**config.mk**
```make
export PLATFORM = sky130hd
export DESIGN_NAME = fix_stream_framer
export DESIGN_NICKNAME = d
export VERILOG_FILES = /design/src/hw/rtl/fsf_pkg.sv /design/src/hw/rtl/fsf_front.sv /design/src/hw/rtl/fsf_queue.sv /design/src/hw/rtl/fsf_back.sv /design/src/hw/rtl/fix_stream_framer.sv
export SDC_FILE = /design/constraint.sdc
export NUM_CORES = 1
export LEC_CHECK = 0
export BUFFER_PORTS_ARGS = -buffer_cell sky130_fd_sc_hd__buf_4
export CORE_ASPECT_RATIO = 2
export CORE_MARGIN = 2
export CORE_UTILIZATION = 45
export DETAILED_ROUTE_END_ITERATION = 8
export SETUP_SLACK_MARGIN = 0.4
export SYNTH_ARGS = -nofsm -noshare
export SYNTH_HDL_FRONTEND = slang
export SYNTH_HIERARCHICAL = 1
export SYNTH_SLANG_ARGS = --single-unit
```
**constraint.sdc**
```tcl
create_clock -name clock -period 12.42 [get_ports clock]
set_input_delay 0.621 -clock clock [delete_from_list [all_inputs] [get_ports clock]]
set_output_delay 0.621 -clock clock [all_outputs]
set_load 0.005 [all_outputs]
```
**src/hw/rtl/fsf_pkg.sv**
```systemverilog
// fsf_pkg: shared types, constants and status codes of the FIX stream framer.
// Used by every module in hw/rtl; depends on nothing.
package fsf_pkg;

   localparam int MAX_LENGTH_DIGITS = 10;
   localparam int TRAILER_BYTES     = 7;
   localparam int BEGIN_LEN         = 10;
   localparam int LENGTH_TAG_LEN    = 2;
   localparam int SUM_TAG_LEN       = 3;

   // Smallest complete message: begin string, "9=", one digit, SOH, trailer.
   localparam int MIN_FRAME_BYTES = BEGIN_LEN + LENGTH_TAG_LEN + 2 + TRAILER_BYTES;

   // Position counter covers the longest of the fixed-length sections.
   localparam int POS_MAX = (MAX_LENGTH_DIGITS > BEGIN_LEN) ? MAX_LENGTH_DIGITS : BEGIN_LEN;
   localparam int POS_W   = $clog2(POS_MAX + 1);

   localparam int QUEUE_DEPTH = 4;
   localparam int QUEUE_AW    = $clog2(QUEUE_DEPTH);

   localparam logic [31:0] MAX_BODY_RESET = 32'd65536;

   localparam logic [7:0] SOH_BYTE   = 8'h01;
   localparam logic [7:0] CHAR_ZERO  = 8'h30;
   localparam logic [7:0] CHAR_ONE   = 8'h31;
   localparam logic [7:0] CHAR_NINE  = 8'h39;
   localparam logic [7:0] CHAR_EQUAL = 8'h3d;

   // Result status codes.
   localparam logic [2:0] ST_OK         = 3'd0;
   localparam logic [2:0] ST_BAD_BEGIN  = 3'd1;
   localparam logic [2:0] ST_NO_LEN_TAG = 3'd2;
   localparam logic [2:0] ST_BAD_DIGITS = 3'd3;
   localparam logic [2:0] ST_TOO_LARGE  = 3'd4;
   localparam logic [2:0] ST_EMPTY_LEN  = 3'd5;
   localparam logic [2:0] ST_NO_SUM     = 3'd6;

   // Classification of one stream byte, produced by the front end.
   typedef struct packed {
      logic [BEGIN_LEN-1:0]      begin_hit;
      logic [LENGTH_TAG_LEN-1:0] len_tag_hit;
      logic [SUM_TAG_LEN-1:0]    sum_tag_hit;
      logic                      is_soh;
      logic                      is_digit;
      logic [3:0]                digit;
   } class_type;

   // Expected byte at each place of "8=FIX.4.4" SOH.
   function automatic logic [7:0] begin_byte(input int idx);
      logic [7:0] b;
      b = SOH_BYTE;
      unique case (idx)
         0:       b = 8'h38;
         1:       b = CHAR_EQUAL;
         2:       b = 8'h46;
         3:       b = 8'h49;
         4:       b = 8'h58;
         5:       b = 8'h2e;
         6:       b = 8'h34;
         7:       b = 8'h2e;
         8:       b = 8'h34;
         default: b = SOH_BYTE;
      endcase
      return b;
   endfunction

endpackage

```
**src/hw/rtl/fsf_front.sv**
```systemverilog
// fsf_front: accepts stream bytes and registers their classification.
// Depends on fsf_pkg.
module fsf_front
   import fsf_pkg::*;
(
   input  logic       clock,
   input  logic       reset,
   input  logic       req_valid,
   output logic       req_stall,
   input  logic [7:0] req_stream_byte,
   output logic       cls_valid,
   input  logic       cls_ready,
   output class_type  cls_data
);

   logic      valid_ff;
   logic      valid_in;
   class_type class_ff;
   class_type class_in;
   logic      load;

   assign load      = !valid_ff || cls_ready;
   assign req_stall = !load;
   assign valid_in  = load ? req_valid : valid_ff;

   always_comb begin
      for (int i = 0; i < BEGIN_LEN; i++) begin
         class_in.begin_hit[i] = (req_stream_byte == begin_byte(i));
      end
      class_in.len_tag_hit[0] = (req_stream_byte == CHAR_NINE);
      class_in.len_tag_hit[1] = (req_stream_byte == CHAR_EQUAL);
      class_in.sum_tag_hit[0] = (req_stream_byte == CHAR_ONE);
      class_in.sum_tag_hit[1] = (req_stream_byte == CHAR_ZERO);
      class_in.sum_tag_hit[2] = (req_stream_byte == CHAR_EQUAL);
      class_in.is_soh         = (req_stream_byte == SOH_BYTE);
      class_in.is_digit       = (req_stream_byte >= CHAR_ZERO) && (req_stream_byte <= CHAR_NINE);
      class_in.digit          = req_stream_byte[3:0];
   end

   always_ff @(posedge clock) begin
      if (reset) begin
         valid_ff <= 1'b0;
      end else begin
         valid_ff <= valid_in;
      end
   end

   always_ff @(posedge clock) begin
      if (load && req_valid) begin
         class_ff <= class_in;
      end
   end

   assign cls_valid = valid_ff;
   assign cls_data  = class_ff;

endmodule

```
**src/hw/rtl/fsf_queue.sv**
```systemverilog
// fsf_queue: short first-in first-out queue of classified bytes.
// Depends on fsf_pkg.
module fsf_queue
   import fsf_pkg::*;
(
   input  logic      clock,
   input  logic      reset,
   input  logic      push_valid,
   output logic      push_ready,
   input  class_type push_data,
   output logic      pop_valid,
   input  logic      pop_take,
   output class_type pop_data,
   output logic [QUEUE_AW:0] fill
);

   class_type           entry_ff [QUEUE_DEPTH];
   logic [QUEUE_AW-1:0] head_ff;
   logic [QUEUE_AW-1:0] head_in;
   logic [QUEUE_AW-1:0] tail_ff;
   logic [QUEUE_AW-1:0] tail_in;
   logic [QUEUE_AW:0]   count_ff;
   logic [QUEUE_AW:0]   count_in;
   logic                push;
   logic                pop;

   assign push_ready = (count_ff != (QUEUE_AW+1)'(QUEUE_DEPTH));
   assign pop_valid  = (count_ff != '0);
   assign push       = push_valid && push_ready;
   assign pop        = pop_valid && pop_take;
   assign pop_data   = entry_ff[head_ff];
   assign fill       = count_ff;

   // Advance pointers with wrap at the queue depth.
   always_comb begin
      head_in  = head_ff;
      tail_in  = tail_ff;
      count_in = count_ff;
      if (pop) begin
         head_in = (head_ff == QUEUE_AW'(QUEUE_DEPTH - 1)) ? '0 : head_ff + QUEUE_AW'(1);
      end
      if (push) begin
         tail_in = (tail_ff == QUEUE_AW'(QUEUE_DEPTH - 1)) ? '0 : tail_ff + QUEUE_AW'(1);
      end
      if (push && !pop) begin
         count_in = count_ff + (QUEUE_AW+1)'(1);
      end else if (pop && !push) begin
         count_in = count_ff - (QUEUE_AW+1)'(1);
      end
   end

   always_ff @(posedge clock) begin
      if (reset) begin
         head_ff  <= '0;
         tail_ff  <= '0;
         count_ff <= '0;
      end else begin
         head_ff  <= head_in;
         tail_ff  <= tail_in;
         count_ff <= count_in;
      end
   end

   always_ff @(posedge clock) begin
      if (push) begin
         entry_ff[tail_ff] <= push_data;
      end
   end

endmodule

```
**src/hw/rtl/fsf_back.sv**
```systemverilog
// fsf_back: framing state machine and result register of the framer.
// Depends on fsf_pkg; fed by fsf_queue.
module fsf_back
   import fsf_pkg::*;
(
   input  logic        clock,
   input  logic        reset,
   input  logic        csr_valid,
   output logic        csr_ready,
   input  logic [31:0] csr_max_body_bytes,
   input  logic        cls_valid,
   output logic        cls_take,
   input  class_type   cls_data,
   output logic        rsp_valid,
   input  logic        rsp_stall,
   output logic [2:0]  rsp_status,
   output logic [32:0] rsp_message_length,
   output logic [31:0] rsp_body_bytes,
   output logic [31:0] rsp_message_count
);

   localparam logic [2:0] PH_BEGIN   = 3'd0;
   localparam logic [2:0] PH_TAG     = 3'd1;
   localparam logic [2:0] PH_DIGITS  = 3'd2;
   localparam logic [2:0] PH_BODY    = 3'd3;
   localparam logic [2:0] PH_TRAILER = 3'd4;

   logic [2:0]       phase_ff,  phase_in;
   logic [POS_W-1:0] pos_ff,    pos_in;
   logic [31:0]      acc_ff,    acc_in;
   logic [31:0]      remain_ff, remain_in;
   logic [32:0]      bytes_ff,  bytes_in;
   logic [31:0]      total_ff,  total_in;
   logic             failed_ff, failed_in;
   logic [31:0]      max_ff;
   logic             rsp_valid_ff;
   logic [2:0]       status_ff;
   logic [32:0]      msg_len_ff;
   logic [31:0]      body_len_ff;
   logic [31:0]      count_ff;

   logic             take;
   logic             res_valid;
   logic [2:0]       res_status;
   logic [32:0]      res_msg_len;
   logic [31:0]      res_body_len;
   logic [31:0]      res_count;
   logic [32:0]      bytes_inc;
   logic [POS_W-1:0] pos_inc;
   logic [35:0]      acc_next;
   logic             begin_ok;
   logic             tag_ok;
   logic             sum_ok;

   assign csr_ready = 1'b1;
   assign take      = cls_valid && (!rsp_valid_ff || !rsp_stall);
   assign cls_take  = take;
   assign bytes_inc = bytes_ff + 33'd1;
   assign pos_inc   = pos_ff + POS_W'(1);
   assign acc_next  = {1'b0, acc_ff, 3'b000} + {3'b000, acc_ff, 1'b0} + {32'd0, cls_data.digit};

   // Pick the match bit for the current place in each fixed string.
   always_comb begin
      begin_ok = 1'b0;
      for (int i = 0; i < BEGIN_LEN; i++) begin
         if (pos_ff == POS_W'(i)) begin
            begin_ok = cls_data.begin_hit[i];
         end
      end
      tag_ok = 1'b0;
      for (int i = 0; i < LENGTH_TAG_LEN; i++) begin
         if (pos_ff == POS_W'(i)) begin
            tag_ok = cls_data.len_tag_hit[i];
         end
      end
      sum_ok = 1'b1;
      for (int i = 0; i < SUM_TAG_LEN; i++) begin
         if (pos_ff == POS_W'(i)) begin
            sum_ok = cls_data.sum_tag_hit[i];
         end
      end
   end

   always_comb begin
      phase_in     = phase_ff;
      pos_in       = pos_ff;
      acc_in       = acc_ff;
      remain_in    = remain_ff;
      bytes_in     = bytes_ff;
      total_in     = total_ff;
      failed_in    = failed_ff;
      res_valid    = 1'b0;
      res_status   = ST_OK;
      res_msg_len  = '0;
      res_body_len = '0;
      res_count    = total_ff;
      if (take && !failed_ff) begin
         bytes_in = bytes_inc;
         unique case (phase_ff)
            PH_TAG: begin
               if (!tag_ok) begin
                  res_valid  = 1'b1;
                  res_status = ST_NO_LEN_TAG;
               end else if (pos_inc == POS_W'(LENGTH_TAG_LEN)) begin
                  phase_in = PH_DIGITS;
                  pos_in   = '0;
                  acc_in   = '0;
               end else begin
                  pos_in = pos_inc;
               end
            end
            PH_DIGITS: begin
               if (cls_data.is_soh) begin
                  if (pos_ff == '0) begin
                     res_valid  = 1'b1;
                     res_status = ST_EMPTY_LEN;
                  end else begin
                     pos_in    = '0;
                     remain_in = acc_ff;
                     phase_in  = (acc_ff == '0) ? PH_TRAILER : PH_BODY;
                  end
               end else if (!cls_data.is_digit || pos_ff >= POS_W'(MAX_LENGTH_DIGITS)) begin
                  res_valid  = 1'b1;
                  res_status = ST_BAD_DIGITS;
               end else if (acc_next > {4'd0, max_ff}) begin
                  res_valid  = 1'b1;
                  res_status = ST_TOO_LARGE;
               end else begin
                  acc_in = acc_next[31:0];
                  pos_in = pos_inc;
               end
            end
            PH_BODY: begin
               remain_in = remain_ff - 32'd1;
               if (remain_ff == 32'd1) begin
                  phase_in = PH_TRAILER;
                  pos_in   = '0;
               end
            end
            PH_TRAILER: begin
               if (!sum_ok ||
                   (pos_ff >= POS_W'(TRAILER_BYTES - 1) && !cls_data.is_soh)) begin
                  res_valid  = 1'b1;
                  res_status = ST_NO_SUM;
               end else if (pos_inc >= POS_W'(TRAILER_BYTES)) begin
                  total_in     = total_ff + 32'd1;
                  res_valid    = 1'b1;
                  res_status   = ST_OK;
                  res_msg_len  = bytes_inc;
                  res_body_len = acc_ff;
                  res_count    = total_ff + 32'd1;
                  phase_in     = PH_BEGIN;
                  pos_in       = '0;
                  acc_in       = '0;
                  bytes_in     = '0;
               end else begin
                  pos_in = pos_inc;
               end
            end
            default: begin
               phase_in = PH_BEGIN;
               if (!begin_ok) begin
                  res_valid  = 1'b1;
                  res_status = ST_BAD_BEGIN;
               end else if (pos_inc == POS_W'(BEGIN_LEN)) begin
                  phase_in = PH_TAG;
                  pos_in   = '0;
               end else begin
                  pos_in = pos_inc;
               end
            end
         endcase
         if (res_valid && res_status != ST_OK) begin
            failed_in = 1'b1;
         end
      end
   end

   always_ff @(posedge clock) begin
      if (reset) begin
         phase_ff     <= PH_BEGIN;
         pos_ff       <= '0;
         acc_ff       <= '0;
         remain_ff    <= '0;
         bytes_ff     <= '0;
         total_ff     <= '0;
         failed_ff    <= 1'b0;
         max_ff       <= MAX_BODY_RESET;
         rsp_valid_ff <= 1'b0;
      end else begin
         phase_ff  <= phase_in;
         pos_ff    <= pos_in;
         acc_ff    <= acc_in;
         remain_ff <= remain_in;
         bytes_ff  <= bytes_in;
         total_ff  <= total_in;
         failed_ff <= failed_in;
         if (csr_valid) begin
            max_ff <= csr_max_body_bytes;
         end
         if (!rsp_valid_ff || !rsp_stall) begin
            rsp_valid_ff <= res_valid;
         end
      end
   end

   always_ff @(posedge clock) begin
      if (res_valid) begin
         status_ff   <= res_status;
         msg_len_ff  <= res_msg_len;
         body_len_ff <= res_body_len;
         count_ff    <= res_count;
      end
   end

   assign rsp_valid          = rsp_valid_ff;
   assign rsp_status         = status_ff;
   assign rsp_message_length = msg_len_ff;
   assign rsp_body_bytes     = body_len_ff;
   assign rsp_message_count  = count_ff;

endmodule

```
**src/hw/rtl/fix_stream_framer.sv**
```systemverilog
// fix_stream_framer: frames FIX 4.4 messages from a byte stream, one byte per cycle while req_stall is low.
// A byte is registered by the front end and queued before the back end acts on it; its result is then registered.
// The framing state machine takes a new byte whenever the result register is free or not stalled.
// Reset: synchronous, active high; clears all framing state, the queue and the valid flag of the result
// register, and loads the maximum body length with 65536. No clearing pass is needed.
// Depends on fsf_pkg, fsf_front, fsf_queue and fsf_back.
module fix_stream_framer
   import fsf_pkg::*;
(
   input  logic        clock,
   input  logic        reset,
   input  logic        csr_valid,
   output logic        csr_ready,
   input  logic [31:0] csr_max_body_bytes,
   input  logic        req_valid,
   output logic        req_stall,
   input  logic [7:0]  req_stream_byte,
   output logic        rsp_valid,
   input  logic        rsp_stall,
   output logic [2:0]  rsp_status,
   output logic [32:0] rsp_message_length,
   output logic [31:0] rsp_body_bytes,
   output logic [31:0] rsp_message_count
);

   // Front end to queue
   logic      front_valid;
   logic      front_ready;
   class_type front_class;

   // Queue to back end
   logic              queue_valid;
   logic              queue_take;
   class_type         queue_class;
   logic [QUEUE_AW:0] queue_fill;

   // Front end: take each byte transfer and register its classification
   // (matches against the fixed strings, SOH, digit value).
   fsf_front u_front (
      .clock           (clock),
      .reset           (reset),
      .req_valid       (req_valid),
      .req_stall       (req_stall),
      .req_stream_byte (req_stream_byte),
      .cls_valid       (front_valid),
      .cls_ready       (front_ready),
      .cls_data        (front_class)
   );

   // Decouple the two halves so a stalled result side does not stall
   // the input side at once.
   fsf_queue u_queue (
      .clock      (clock),
      .reset      (reset),
      .push_valid (front_valid),
      .push_ready (front_ready),
      .push_data  (front_class),
      .pop_valid  (queue_valid),
      .pop_take   (queue_take),
      .pop_data   (queue_class),
      .fill       (queue_fill)
   );

   // Back end: advance the framing state machine, hold sticky errors and
   // drive the result register.
   fsf_back u_back (
      .clock               (clock),
      .reset               (reset),
      .csr_valid           (csr_valid),
      .csr_ready           (csr_ready),
      .csr_max_body_bytes  (csr_max_body_bytes),
      .cls_valid           (queue_valid),
      .cls_take            (queue_take),
      .cls_data            (queue_class),
      .rsp_valid           (rsp_valid),
      .rsp_stall           (rsp_stall),
      .rsp_status          (rsp_status),
      .rsp_message_length  (rsp_message_length),
      .rsp_body_bytes      (rsp_body_bytes),
      .rsp_message_count   (rsp_message_count)
   );

   // Error results carry no lengths.
   assert property (@(posedge clock) disable iff (reset)
      rsp_valid && rsp_status != ST_OK |-> rsp_message_length == '0 && rsp_body_bytes == '0)
      else $error("error result with non-zero length");

   // A framed message is at least the fixed framing plus its body.
   assert property (@(posedge clock) disable iff (reset)
      rsp_valid && rsp_status == ST_OK |->
         {1'b0, rsp_message_length} >= {2'b00, rsp_body_bytes} + 34'(MIN_FRAME_BYTES))
      else $error("framed message shorter than its body and framing");

   // Errors are sticky: once an error result is transferred, nothing follows.
   assert property (@(posedge clock) disable iff (reset)
      rsp_valid && !rsp_stall && rsp_status != ST_OK |=> !rsp_valid)
      else $error("result after a sticky error");

   // The queue never fills beyond its depth.
   assert property (@(posedge clock) disable iff (reset)
      queue_fill <= (QUEUE_AW+1)'(QUEUE_DEPTH))
      else $error("queue overfilled");

endmodule

```
==> results.yml <==
sta:
  setup-violations-final: 0
  tightestPinTransition_ns: 1.15
  smallest_hold_slack_ns: 0.314
  timing.clock.skew_ns: 0.0271
  timing.setup.tns_ns: 0
  final_count_of_pins_violating_max_slew: 0
  rsz_0062_raised_after_global_routing: "false"
  finalHoldViolCount: 0
  fin_crit_sh: 0.650
  max-slew-margin-rel: 0.234
  min_period_ns: 8.08
  fmax_achieved_mhz: 124
  fin_ws_ns: 4.34
setup_path:
  worst-setup-path-type: "reg2reg"
  reg2reg_depth: 22
  regToRegEndpoint: "u_back/rsp_message_count[2]"
  critical_path_fanout_max: 75
  critPathRequiredTime_ns: 12.57
  setup.reg_to_reg.worst_slack_ns: 4.34
  critPathLaunchType: "flop"
  critPathCaptureType: "flop"
  arrival_ns: 8.23
detailed_routing:
  wire_per_inst_um: 19.6
  route.final.wire_length_um: 49300
  initialDrtViolationCount: 779
  vias_per_cell: 5.69
  detail_route.drc_violations: 0
  drtAntennaViolNets: 0
  drt_first_pass_iters: 5
  vias: 14300
grt:
  grt_pass1_vias: 14300
  grt_pass1_wl_um: 77200
  grt_max_degree: 77
  initial_antenna_violation_count: 0
  gr-usage-all-layers: 0.219
  gr-total-overflow: 0
clock_tree:
  clock_insertion_delay_worst_skew_ns: 0.55
  post_cts_buffers: 0
  cts.sinks: 380
  clock_tree.root_cell: "sky130_fd_sc_hd__clkbuf_16"
  postCtsResizedCells: 0
  htree_num_levels: 2
  ctsLongestPathBuffers: 3
  clk_transition_reported_paths_ns: 0.07
  clock_tree_from_tritoncts: "yes"
  number_of_buffers_inserted_during_clock_tree_synthesis: 35
  ctsHoldBuffers: 0
power:
  total_power_mw: 3.81
  cellPowerDensity_mw_per_mm2: 173
  ir_drop_v: 0.000142
  cell_int_power_mw: 2.59
  power.combinational.fraction: 0.287
  power.share.clock: 0.275
  share_seq_of_total_power: 0.438
  static-leakage-power_nw: 8.51
  p_sw_mw: 1.22
  power.share.switching: 0.321
hold_path:
  worstHoldPathCells: 3
  hold_path_startpoint: "csr_max_body_bytes[16]"
  min-delay-path-class: "in2reg"
  timing.hold.worst_endpoint: "u_back/max_ff[16]"
finish:
  antenna_cells: 0
  area.growth.synth_to_final_pct: 13.2
  nets_final: 2107
  drive_above_1_share: 0.142
yosys:
  share_of_the_synthesized_area_in_the_top_cell_type: 0.309
  syn-mean-instance-area_um2: 10.5
  synth.top_cells.by_area: "sky130_fd_sc_hd__edfxtp_1 31%, sky130_fd_sc_hd__dfxtp_1 19%, sky130_fd_sc_hd__ha_1 7.1%"
  syn_area_mm2: 0.0194
  synth-edff-count: 200
  synth.yosys.seq_area_share: 0.495
  number_of_distinct_library_cells_after_synthesis: 98
  syn-num-nets: 2007
  ys.warnings.count: 6
  synth_seq_cells: 380
  synth_largest_area_cell: "sky130_fd_sc_hd__edfxtp_1"
  async_flop_share: 0
  syn_inst: 1849
  dominantRegCellSynth: "sky130_fd_sc_hd__edfxtp_1"
placement:
  place_worst_setup_slack_ns: 4.38
  io_buffer_count: 146
  detailed_place_hpwl_um: 35700
  gp_congestion: 0.936
die:
  row_count: 107
  initial_core_util: 0.456
  design.core.area_mm2: 0.0426
  design.die.area_mm2: 0.0449
  io_pins: 148
  fp.dieH_um: 298
  die_x_um: 151
run_status:
  status: "finished, final reports clean"
flow_run:
  max_cap_violations: 0
## cell type report
| cell class | count | area (um^2) |
|---|---|---|
| inverters | 64 | 240 |
| multi-input cells | 1307 | 9150 |
| clock buffers | 44 | 961 |
| fillers | 3885 | 20600 |
| clock inverters | 16 | 123 |
| repair buffers | 161 | 1210 |
| flip-flops and latches | 380 | 9610 |
| well taps | 545 | 682 |
## worst max-delay path, cell delays in order (launching register included)
cell and delay (ns):
sky130_fd_sc_hd__dfxtp_1 0.31, sky130_fd_sc_hd__buf_4 0.37, sky130_fd_sc_hd__mux4_2 0.59, sky130_fd_sc_hd__fa_1 0.43, sky130_fd_sc_hd__ha_1 0.35, sky130_fd_sc_hd__a21oi_1 0.22, sky130_fd_sc_hd__and2_1 0.19, sky130_fd_sc_hd__o21a_2 0.16
sky130_fd_sc_hd__o221ai_2 0.15, sky130_fd_sc_hd__a221oi_2 0.53, sky130_fd_sc_hd__o21ai_0 0.25, sky130_fd_sc_hd__a21boi_0 0.27, sky130_fd_sc_hd__xnor2_1 0.19, sky130_fd_sc_hd__ha_1 0.30, sky130_fd_sc_hd__and2_1 0.19, sky130_fd_sc_hd__a221o_1 0.31
sky130_fd_sc_hd__a221o_1 0.39, sky130_fd_sc_hd__o21ai_0 0.16, sky130_fd_sc_hd__and3_1 0.25, sky130_fd_sc_hd__o2111ai_2 0.25, sky130_fd_sc_hd__o31ai_1 0.82, sky130_fd_sc_hd__a21oi_4 0.42, sky130_fd_sc_hd__buf_4 0.52
## registers in the layout, summed over array words and instances (netlist names), 16 cells and up, named ones only
signal / cells
u_queue/entry_ff: 84
u_back/rsp_message_length: 33
u_back/rsp_body_bytes: 32
u_back/rsp_message_count: 32
u_back/total_ff: 32
u_front/cls_data: 16
u_back/bytes_ff: 33
u_back/max_ff: 32
u_back/acc_ff: 32
u_back/remain_ff: 32
## cell usage after synthesis (6+ instances only)
master                     count
sky130_fd_sc_hd__edfxtp_1    200
sky130_fd_sc_hd__dfxtp_1     180
sky130_fd_sc_hd__nor2_1      176
sky130_fd_sc_hd__nand2_1     149
sky130_fd_sc_hd__a21oi_1     113
sky130_fd_sc_hd__ha_1        110
sky130_fd_sc_hd__and2_1       74
sky130_fd_sc_hd__clkbuf_1     65
sky130_fd_sc_hd__inv_1        62
sky130_fd_sc_hd__o21ai_0      62
sky130_fd_sc_hd__xnor2_1      54
sky130_fd_sc_hd__nand3_1      50
sky130_fd_sc_hd__xor2_1       48
sky130_fd_sc_hd__mux2i_1      42
sky130_fd_sc_hd__nor3_1       37
sky130_fd_sc_hd__nor4_1       29
sky130_fd_sc_hd__a22o_1       28
sky130_fd_sc_hd__nand4_1      25
sky130_fd_sc_hd__and3_1       24
sky130_fd_sc_hd__mux4_2       22
sky130_fd_sc_hd__buf_2        17
sky130_fd_sc_hd__or3_1        16
sky130_fd_sc_hd__a21o_1       15
sky130_fd_sc_hd__nand2b_1     14
sky130_fd_sc_hd__a211oi_1     13
sky130_fd_sc_hd__o221ai_1     13
sky130_fd_sc_hd__nor2b_1      12
sky130_fd_sc_hd__nor3b_1      10
sky130_fd_sc_hd__o21a_1       10
sky130_fd_sc_hd__o31ai_1      10
sky130_fd_sc_hd__o22ai_1       9
sky130_fd_sc_hd__o211ai_1      8
sky130_fd_sc_hd__o21ai_1       8
sky130_fd_sc_hd__a31oi_1       7
sky130_fd_sc_hd__buf_4         7
sky130_fd_sc_hd__a22oi_1       6
sky130_fd_sc_hd__buf_1         6
## power groups by stage
stage / Sequential [mW] / Clock, mW / Combinational (mW)
2_1_floorplan: 1.73 / 0 / 0.644
3_3_place_gp: 1.70 / 0 / 1.09
3_5_place_dp: 1.70 / 0 / 1.10
4_1_cts: 1.67 / 1.08 / 1.11
5_1_grt: 1.69 / 1.12 / 1.20
6_report: 1.67 / 1.05 / 1.09
## cells in the final DEF (no fill, tap or decap), types with 48 or more instances in the layout
cell	netlist	final
sky130_fd_sc_hd__a21oi_1	113	112
sky130_fd_sc_hd__and2_1	74	74
sky130_fd_sc_hd__buf_4	7	161
sky130_fd_sc_hd__dfxtp_1	180	180
sky130_fd_sc_hd__edfxtp_1	200	200
sky130_fd_sc_hd__ha_1	110	110
sky130_fd_sc_hd__inv_1	62	62
sky130_fd_sc_hd__nand2_1	149	149
sky130_fd_sc_hd__nand3_1	50	50
sky130_fd_sc_hd__nor2_1	176	176
sky130_fd_sc_hd__o21ai_0	62	62
sky130_fd_sc_hd__xnor2_1	54	54
sky130_fd_sc_hd__xor2_1	48	48
## worst max-delay path by stage
stage	start	end
after floorplan	flop	u_back/rsp_body_bytes[0]
after global placement	flop	u_back/rsp_body_bytes[24]
after detailed placement	flop	u_back/rsp_body_bytes[24]
after CTS	flop	u_back/rsp_message_count[2]
after global routing	flop	u_back/rsp_message_count[6]
final	flop	u_back/rsp_message_count[2]
## cells by family (layout without fill, tap and decap cells)
kind of cell	after synthesis	count (layout)	share of synthesized area
AOI/OAI and AO/OA	365	365	0.126
xor gates and xnor gates	103	103	0.0474
adders and majority gates	113	113	0.0740
buffers and inverters	162	285	0.0346
DFF	380	380	0.495
muxes	64	64	0.0472
other	1	1	0.000193
and+or+nand+nor	661	661	0.175
## per-stage QoR
stage / instances / util / instance area [um^2]
final: 2517 / 0.516 / 22000
after detailed placement: 2457 / 0.491 / 20900
after global placement: 2457 / 0.491 / 20900
after global routing: 2517 / 0.516 / 22000
after floorplan: 1849 / - / 19400
after CTS: 2517 / 0.516 / 22000
## metal layers
metal,vias up,wire length (um),GRT usage,part of all wire
li1,6958,-,-,-
met2,354,26500,0.413,0.54
met5,-,0,0,0
met4,0,2130,0.0928,0.043
met1,6897,18700,0.242,0.38
met3,118,1940,0.0250,0.039
No activity file was read; power rests on OpenSTA's default activity.
